**config.mk**
```make
export PLATFORM = sky130hd
export DESIGN_NAME = rtc_bcd_to_epoch_seconds_core
export DESIGN_NICKNAME = d
export VERILOG_FILES = /design/src/sv/rbe_pkg.sv /design/src/sv/rbe_front.sv /design/src/sv/rbe_queue.sv /design/src/sv/rbe_back.sv /design/src/sv/rtc_bcd_to_epoch_seconds_core.sv
export SDC_FILE = /design/constraint.sdc
export NUM_CORES = 1
export LEC_CHECK = 0
export BUFFER_PORTS_ARGS = -buffer_cell sky130_fd_sc_hd__buf_2
export CORE_MARGIN = 1.5
export CORE_UTILIZATION = 35
export CTS_CLUSTER_DIAMETER = 150
export DETAILED_ROUTE_END_ITERATION = 6
export PLACE_DENSITY = 0.54
export SLEW_MARGIN = 10
export SYNTH_ARGS = -nofsm -noshare
export SYNTH_HDL_FRONTEND = slang
export SYNTH_SLANG_ARGS = --single-unit
```
**constraint.sdc**
```tcl
create_clock -name clk -period 6.8 [get_ports clk]
set_input_delay 1.02 -clock clk [delete_from_list [all_inputs] [get_ports clk]]
set_output_delay 1.02 -clock clk [all_outputs]
set_load 0.05 [all_outputs]
```
**src/sv/rbe_pkg.sv**
```systemverilog
// rbe_pkg: shared types, constants and the month table for the rtc bcd to epoch converter
// no dependencies; imported by every module of the block
package rbe_pkg;

    localparam int QUEUE_DEPTH = 2;

    localparam int IN_DATA_W   = 48;
    localparam int OUT_DATA_W  = 40;
    localparam int EPOCH_W     = 33;
    localparam int ZONE_W      = 17;
    localparam int CFG_INDEX_W = 1;
    localparam int DAYS_W      = 16;
    localparam int DAY_SECS_W  = 32;
    localparam int TOD_W       = 20;
    localparam int SUM_W       = 34;

    localparam logic [CFG_INDEX_W-1:0] REG_CLOCK_IS_UTC = 1'd0;
    localparam logic [CFG_INDEX_W-1:0] REG_ZONE_OFFSET  = 1'd1;

    localparam logic [7:0]  YEAR_BASE     = 8'd70;
    localparam logic [7:0]  CENTURY       = 8'd100;
    localparam logic [15:0] DAYS_PER_YEAR = 16'd365;
    localparam logic [31:0] SECS_PER_DAY  = 32'd86400;
    localparam logic [19:0] SECS_PER_HOUR = 20'd3600;
    localparam logic [19:0] SECS_PER_MIN  = 20'd60;

    typedef struct packed {
        logic [DAYS_W-1:0] days;
        logic [7:0]        hour;
        logic [7:0]        minute;
        logic [7:0]        second;
    } item_t;

    typedef struct packed {
        logic              clock_is_utc;
        logic [ZONE_W-1:0] zone_offset;
    } cfg_t;

    function automatic logic [7:0] bcd_decode(input logic [7:0] b);
        logic [7:0] hi;
        hi = {4'b0, b[7:4]};
        return {4'b0, b[3:0]} + (hi << 3) + (hi << 1);
    endfunction

    function automatic logic [8:0] days_before_month(input logic [3:0] mi);
        logic [8:0] d;
        case (mi)
            4'd0:    d = 9'd0;
            4'd1:    d = 9'd31;
            4'd2:    d = 9'd59;
            4'd3:    d = 9'd90;
            4'd4:    d = 9'd120;
            4'd5:    d = 9'd151;
            4'd6:    d = 9'd181;
            4'd7:    d = 9'd212;
            4'd8:    d = 9'd243;
            4'd9:    d = 9'd273;
            4'd10:   d = 9'd304;
            4'd11:   d = 9'd334;
            default: d = 9'd0;
        endcase
        return d;
    endfunction

endpackage

```
**src/sv/rbe_front.sv**
```systemverilog
// rbe_front: accepts a request of six bcd bytes, decodes them and forms the day count
// depends on rbe_pkg
module rbe_front (
    input  logic                          clk,
    input  logic                          rst_n,
    input  logic                          in_valid,
    output logic                          in_ready,
    input  logic [rbe_pkg::IN_DATA_W-1:0] in_data,
    output logic                          out_valid,
    input  logic                          out_ready,
    output rbe_pkg::item_t                out_item
);
    import rbe_pkg::*;

    logic       valid_reg, valid_next;
    item_t      item_reg, item_next;

    logic [7:0] sec_dec, min_dec, hour_dec, day_dec, mon_dec, year_dec;
    logic [7:0] year_adj;
    logic [6:0] yofs;
    logic [7:0] yofs_inc;
    logic [3:0] mi;
    logic       leap;

    always_comb
    begin
        sec_dec  = bcd_decode(in_data[7:0]);
        min_dec  = bcd_decode(in_data[15:8]);
        hour_dec = bcd_decode(in_data[23:16]);
        day_dec  = bcd_decode(in_data[31:24]);
        mon_dec  = bcd_decode(in_data[39:32]);
        year_dec = bcd_decode(in_data[47:40]);

        year_adj = (year_dec < YEAR_BASE) ? year_dec + CENTURY : year_dec;
        yofs     = 7'(year_adj - YEAR_BASE);
        yofs_inc = {1'b0, yofs} + 8'd1;

        // month clamped into 1..12, kept as index 0..11
        if (mon_dec == 8'd0)
            mi = 4'd0;
        else if (mon_dec > 8'd12)
            mi = 4'd11;
        else
            mi = 4'(mon_dec - 8'd1);

        leap = (year_adj[1:0] == 2'b00) && (mi > 4'd1);

        item_next.days   = DAYS_W'(yofs) * DAYS_PER_YEAR
                         + DAYS_W'(yofs_inc >> 2)
                         + DAYS_W'(days_before_month(mi))
                         + DAYS_W'(leap)
                         + DAYS_W'(day_dec);
        item_next.hour   = hour_dec;
        item_next.minute = min_dec;
        item_next.second = sec_dec;
    end

    assign in_ready   = !valid_reg || out_ready;
    assign valid_next = in_ready ? in_valid : valid_reg;
    assign out_valid  = valid_reg;
    assign out_item   = item_reg;

    always_ff @(posedge clk or negedge rst_n)
    begin
        if (!rst_n)
            valid_reg <= 1'b0;
        else
            valid_reg <= valid_next;
    end

    always_ff @(posedge clk)
    begin
        if (in_ready && in_valid)
            item_reg <= item_next;
    end

endmodule

```
**src/sv/rbe_queue.sv**
```systemverilog
// rbe_queue: short register queue between the decode front and the arithmetic back
// depends on rbe_pkg
module rbe_queue #(
    parameter int DEPTH = rbe_pkg::QUEUE_DEPTH
) (
    input  logic           clk,
    input  logic           rst_n,
    input  logic           in_valid,
    output logic           in_ready,
    input  rbe_pkg::item_t in_item,
    output logic           out_valid,
    input  logic           out_ready,
    output rbe_pkg::item_t out_item
);
    import rbe_pkg::*;

    localparam int PTR_W = $clog2(DEPTH);
    localparam int CNT_W = $clog2(DEPTH + 1);

    item_t             entries_reg [DEPTH];
    logic [PTR_W-1:0]  wr_ptr_reg, wr_ptr_next;
    logic [PTR_W-1:0]  rd_ptr_reg, rd_ptr_next;
    logic [CNT_W-1:0]  count_reg, count_next;
    logic              push, pop;

    assign in_ready  = (count_reg != CNT_W'(DEPTH));
    assign out_valid = (count_reg != '0);
    assign out_item  = entries_reg[rd_ptr_reg];
    assign push      = in_valid && in_ready;
    assign pop       = out_valid && out_ready;

    always_comb
    begin
        wr_ptr_next = wr_ptr_reg;
        rd_ptr_next = rd_ptr_reg;
        count_next  = count_reg;
        if (push)
            wr_ptr_next = (wr_ptr_reg == PTR_W'(DEPTH - 1)) ? '0 : wr_ptr_reg + 1'b1;
        if (pop)
            rd_ptr_next = (rd_ptr_reg == PTR_W'(DEPTH - 1)) ? '0 : rd_ptr_reg + 1'b1;
        if (push && !pop)
            count_next = count_reg + 1'b1;
        else if (pop && !push)
            count_next = count_reg - 1'b1;
    end

    always_ff @(posedge clk or negedge rst_n)
    begin
        if (!rst_n)
        begin
            wr_ptr_reg <= '0;
            rd_ptr_reg <= '0;
            count_reg  <= '0;
        end
        else
        begin
            wr_ptr_reg <= wr_ptr_next;
            rd_ptr_reg <= rd_ptr_next;
            count_reg  <= count_next;
        end
    end

    always_ff @(posedge clk)
    begin
        if (push)
            entries_reg[wr_ptr_reg] <= in_item;
    end

endmodule

```
**src/sv/rbe_back.sv**
```systemverilog
// rbe_back: scales the day count and time of day to seconds, applies the zone offset
// depends on rbe_pkg
module rbe_back (
    input  logic                           clk,
    input  logic                           rst_n,
    input  rbe_pkg::cfg_t                  cfg,
    input  logic                           in_valid,
    output logic                           in_ready,
    input  rbe_pkg::item_t                 in_item,
    output logic                           out_valid,
    input  logic                           out_ready,
    output logic [rbe_pkg::EPOCH_W-1:0]    out_epoch
);
    import rbe_pkg::*;

    logic                    s1_valid_reg, s1_valid_next;
    logic [DAY_SECS_W-1:0]   day_secs_reg, day_secs_next;
    logic [TOD_W-1:0]        tod_reg, tod_next;
    logic                    s2_valid_reg, s2_valid_next;
    logic [EPOCH_W-1:0]      epoch_reg, epoch_next;
    logic                    s1_en, s2_en;
    logic signed [SUM_W-1:0] sum;
    logic signed [SUM_W-1:0] zone_ext;

    assign s2_en    = !s2_valid_reg || out_ready;
    assign s1_en    = !s1_valid_reg || s2_en;
    assign in_ready = s1_en;

    assign s1_valid_next = s1_en ? in_valid : s1_valid_reg;
    assign s2_valid_next = s2_en ? s1_valid_reg : s2_valid_reg;

    always_comb
    begin
        day_secs_next = DAY_SECS_W'(in_item.days) * SECS_PER_DAY;
        tod_next      = TOD_W'(in_item.hour) * SECS_PER_HOUR
                      + TOD_W'(in_item.minute) * SECS_PER_MIN
                      + TOD_W'(in_item.second);
    end

    // day of month is 1 based, so one day comes off here
    always_comb
    begin
        zone_ext = cfg.clock_is_utc ? '0
                 : SUM_W'($signed(cfg.zone_offset));
        sum = $signed({2'b00, day_secs_reg})
            + $signed({{(SUM_W - TOD_W){1'b0}}, tod_reg})
            - $signed({2'b00, SECS_PER_DAY})
            + zone_ext;
        epoch_next = sum[EPOCH_W-1:0];
    end

    assign out_valid = s2_valid_reg;
    assign out_epoch = epoch_reg;

    always_ff @(posedge clk or negedge rst_n)
    begin
        if (!rst_n)
        begin
            s1_valid_reg <= 1'b0;
            s2_valid_reg <= 1'b0;
        end
        else
        begin
            s1_valid_reg <= s1_valid_next;
            s2_valid_reg <= s2_valid_next;
        end
    end

    always_ff @(posedge clk)
    begin
        if (s1_en && in_valid)
        begin
            day_secs_reg <= day_secs_next;
            tod_reg      <= tod_next;
        end
        if (s2_en && s1_valid_reg)
            epoch_reg <= epoch_next;
    end

    a_s1_holds: assert property (@(posedge clk) disable iff (!rst_n)
        s1_valid_reg && !s2_en |=> s1_valid_reg && $stable(day_secs_reg) && $stable(tod_reg))
        else $error("stage one lost or changed a held request");

    a_out_from_s1: assert property (@(posedge clk) disable iff (!rst_n)
        $rose(s2_valid_reg) |-> $past(s1_valid_reg))
        else $error("result appeared without a request in stage one");

    a_take_fills_s1: assert property (@(posedge clk) disable iff (!rst_n)
        in_valid && in_ready |=> s1_valid_reg)
        else $error("taken request did not reach stage one");

endmodule

```
**src/sv/rtc_bcd_to_epoch_seconds_core.sv**
```systemverilog
// rtc_bcd_to_epoch_seconds_core: top level, configuration registers and stream ports
// depends on rbe_pkg, rbe_front, rbe_queue, rbe_back
//
// Converts the six bcd bytes of a real-time clock (seconds, minutes, hours, day, month,
// two-digit year; years below 70 are 20xx) into signed 33-bit seconds since 1970, adding
// the configured zone offset when clock_is_utc is 0. One request is taken every cycle while
// m_tready does not stall the output; a result passes the decode register, a queue entry,
// the day-count times 86400 multiply register and the output register. Configuration
// writes take effect at once and are meant to be made while no request is in flight.
module rtc_bcd_to_epoch_seconds_core #(
    parameter int QUEUE_DEPTH = rbe_pkg::QUEUE_DEPTH
) (
    input  logic                             clk,
    input  logic                             rst_n,
    input  logic                             cfg_we,
    input  logic [rbe_pkg::CFG_INDEX_W-1:0]  cfg_index,
    input  logic [rbe_pkg::ZONE_W-1:0]       cfg_wdata,
    input  logic                             s_tvalid,
    output logic                             s_tready,
    // second_bcd, minute_bcd, hour_bcd, day_bcd, month_bcd, year_bcd
    input  logic [rbe_pkg::IN_DATA_W-1:0]    s_tdata,
    output logic                             m_tvalid,
    input  logic                             m_tready,
    // epoch_seconds, zero padding
    output logic [rbe_pkg::OUT_DATA_W-1:0]   m_tdata
);
    import rbe_pkg::*;

    logic              clock_is_utc_reg, clock_is_utc_next;
    logic [ZONE_W-1:0] zone_offset_reg, zone_offset_next;
    cfg_t              cfg;

    logic              f_valid, f_ready;
    item_t             f_item;
    logic              q_valid, q_ready;
    item_t             q_item;
    logic [EPOCH_W-1:0] epoch;

    always_comb
    begin
        clock_is_utc_next = clock_is_utc_reg;
        zone_offset_next  = zone_offset_reg;
        if (cfg_we)
        begin
            case (cfg_index)
                REG_CLOCK_IS_UTC: clock_is_utc_next = cfg_wdata[0];
                REG_ZONE_OFFSET:  zone_offset_next  = cfg_wdata;
                default:          ;
            endcase
        end
    end

    always_ff @(posedge clk or negedge rst_n)
    begin
        if (!rst_n)
        begin
            clock_is_utc_reg <= 1'b0;
            zone_offset_reg  <= '0;
        end
        else
        begin
            clock_is_utc_reg <= clock_is_utc_next;
            zone_offset_reg  <= zone_offset_next;
        end
    end

    assign cfg.clock_is_utc = clock_is_utc_reg;
    assign cfg.zone_offset  = zone_offset_reg;

    rbe_front u_front (
        .clk       (clk),
        .rst_n     (rst_n),
        .in_valid  (s_tvalid),
        .in_ready  (s_tready),
        .in_data   (s_tdata),
        .out_valid (f_valid),
        .out_ready (f_ready),
        .out_item  (f_item)
    );

    rbe_queue #(
        .DEPTH (QUEUE_DEPTH)
    ) u_queue (
        .clk       (clk),
        .rst_n     (rst_n),
        .in_valid  (f_valid),
        .in_ready  (f_ready),
        .in_item   (f_item),
        .out_valid (q_valid),
        .out_ready (q_ready),
        .out_item  (q_item)
    );

    rbe_back u_back (
        .clk       (clk),
        .rst_n     (rst_n),
        .cfg       (cfg),
        .in_valid  (q_valid),
        .in_ready  (q_ready),
        .in_item   (q_item),
        .out_valid (m_tvalid),
        .out_ready (m_tready),
        .out_epoch (epoch)
    );

    assign m_tdata = {{(OUT_DATA_W - EPOCH_W){1'b0}}, epoch};

endmodule

```
==> out/qor.txt <==
Slowest-stage cell, CP -> fa_2
Post-Route WL -> 34,020 um
Root buf cell -> clkbuf_16
Starting Density -> 35.40%
DRT iter0 DRCs -> 417
Top cells by count, synth -> ha_1, inv_1, edfxtp_1
Largest area contributor in the netlist -> edfxtp_1
Via count -> 12,020
RSZ-0062 raised after global routing -> yes
Sequential fraction of the synthesis area -> 34.50%
Row cnt -> 85
Number of synthesized flops with an enable pin -> 198
Final net count -> 2,438
CP peak stage delay -> 0.55 ns
Largest net degree at the start of global routing -> 47
Most frequent CP cell -> inv_2
Area grow syn2layout -> 17.87%
Synth area leaders -> edfxtp_1, ha_1, fa_1
Hold path cells -> 0
Vias in the first global route -> 12,310
Startpoint Class -> primary input
Worst Hold Launch -> u_front.out_item[7]
Worst r2r src -> u_queue.rd_ptr_reg
Synth Register Bits -> 223
Worst Reg-to-Reg Cells -> 19
Share of cells above drive strength 1 -> 20.08%
Max reg flops -> 80
Final hold violations -> 0
Setup WS pre-CTS -> -1.473 ns
Initial antenna violation count -> 2
Post-synthesis cell count -> 1,675
Global route overflow -> 0
Worst-Margin Slew -> 0.9866 ns
Clock-pin slew on the worst setup and hold paths -> 0.06 ns
Ys async rst share -> 11.21%
First-pass GRT wire length -> 57,620 um
H-tree Lvls -> 1
F_max -> 133.5 MHz
R2R Setup Slk -> 1.05 ns
WL/cell -> 12.96 um
Hold-fix buffers, CTS -> 0
Core Region -> 53,810 um2
Top_reg_cell synth -> edfxtp_1
CP Capture Type -> flop
Final RePlAce weighted congestion -> 0.8300
Clock Tree Buf Depth -> 3
Clock tree sinks -> 223
HPWL after DPL -> 28,300 um
YS warnings -> 0
Clock Latency Late Sink -> 0.54 ns
CP required -> 7.08 ns
Max-slew headroom -> 34.23%
Worst Skew -> 0.01190 ns
Worst Slack Setup Final -> -0.6889 ns
CP Class -> primary input to flop
CTS tree -> yes
Fin Setup TNS -> -5.251 ns
IO Count -> 113
DRC -> 0
Max Slew Vio Count -> 0
Antenna Nets Post-Route -> 0
Cell with the most instances after synthesis -> ha_1
Crit-path max FO -> 3
Die Ht -> 236.3 um
Die area -> 55,840 um2
Worst hold margin -> 0.4431 ns
Failing checks -> setup timing
Post-route minimum period -> 7.489 ns
Mapped cell area -> 19,050 um2
Layout Utilization -> 41.72%
Final setup fails -> 11
# port buffers -> 105
Critical path data arrival time -> 7.77 ns
Synth top area share -> 31.21%
Total of max-cap violations -> 0
Global Route Usage Sum -> 12.32%
Period utilization -> 110.1%
First-pass DRT Iterations -> 7
Status -> complete, but fails checks
Syn Area/Cell -> 11.37 um2
DIE WIDTH -> 236.3 um
CTS Buf Count -> 26
Synth cell types -> 69
Min-delay worst type -> flop to flop
Via-to-Cell Ratio -> 4.579
Worst Hold Path EP -> u_queue.entries_reg[1][7]
RR Endpoint -> u_back.day_secs_reg[31]
## worst max-delay path: cells and delay by family
family	cells	cell delay (ns)
simple gates	2	0.33
mux	1	0.23
buf+inv	8	0.48
fa+ha+maj	9	3.90
compound gates	8	1.49
xor+xnor	2	0.33
## layout make-up
cell class / count / area [um2]
Antenna cell: 1 / 2.502
Clock buffer: 31 / 700.7
Clock inverter: 16 / 127.6
Fill cell: 5159 / 31360
Inverter: 299 / 1130
Multi-Input combinational cell: 1139 / 11640
Sequential cell: 223 / 6573
Tap cell: 696 / 870.8
Timing Repair Buffer: 219 / 1411
## worst max path at each step
stage,from,end,slack (ns),depth (start not counted)
6_report,s_tdata[43],u_front.out_item[37],-0.69,30
5_1_grt,s_tdata[43],u_front.out_item[39],-0.92,30
4_1_cts,s_tdata[43],u_front.out_item[39],-0.71,31
3_5_place_dp,s_tdata[46],u_front.out_item[39],-1.47,31
3_3_place_gp,s_tdata[46],u_front.out_item[39],-1.31,31
2_1_floorplan,s_tdata[46],u_front.out_item[38],-1.18,30
## what timing repair did
action | in CTS | in global routing
gates resized for setup | 22 | 36
gates cloned | 0 | 0
setup endpoints to repair | 12 | 14
buffers inserted | 13 | 3
pin swaps | 22 | 25
## cells by family (layout without fill, tap and decap cells)
family | count (synthesis) | in the layout | share of synthesized area (%)
fa+ha+maj | 460 | 460 | 35.09
buf+inv | 319 | 565 | 6.424
compound gates | 255 | 255 | 8.788
simple gates | 235 | 235 | 6.082
flops | 223 | 223 | 34.50
xor+xnor | 120 | 120 | 5.596
mux | 62 | 62 | 3.507
other cells | 1 | 8 | 0.01969
## routing by layer
layer	global-route usage [%]	share of wire [%]
met5	0	0.021
met2	21.20	47
met4	3.322	2.4
met3	1.709	2.8
met1	16.17	48
## per-stage QoR
stage	instance area, um2	instances
CTS	22280	2620
finish	22450	2624
floorplan	19210	1681
detailed placement	21300	2567
global route	22450	2624
global placement	21300	2567
## placed cells by master, fill, tap and decap left out, types with 5 or more instances in the layout
cell	instances
a211oi_1	6
a21o_1	30
a21oi_1	69
a21oi_2	6
a31oi_1	10
and3_1	7
buf_2	102
buf_4	111
buf_6	6
clkbuf_16	27
conb_1	7
dfrtp_1	24
edfxtp_1	198
fa_1	118
fa_2	6
ha_1	324
ha_2	6
ha_4	5
inv_1	284
inv_2	13
mux2_2	35
mux2i_1	26
nand2_1	53
nand2b_1	16
nand3_1	14
nor2_1	55
nor2b_1	29
nor3_1	17
nor4_1	6
o211ai_1	6
o21a_1	17
o21ai_0	40
o21bai_1	12
or2_2	7
or3_1	7
xnor2_1	75
xor2_1	38
Power is not shown: default switching activity piles up to over one toggle a cycle in this logic, so the estimate is an artifact.
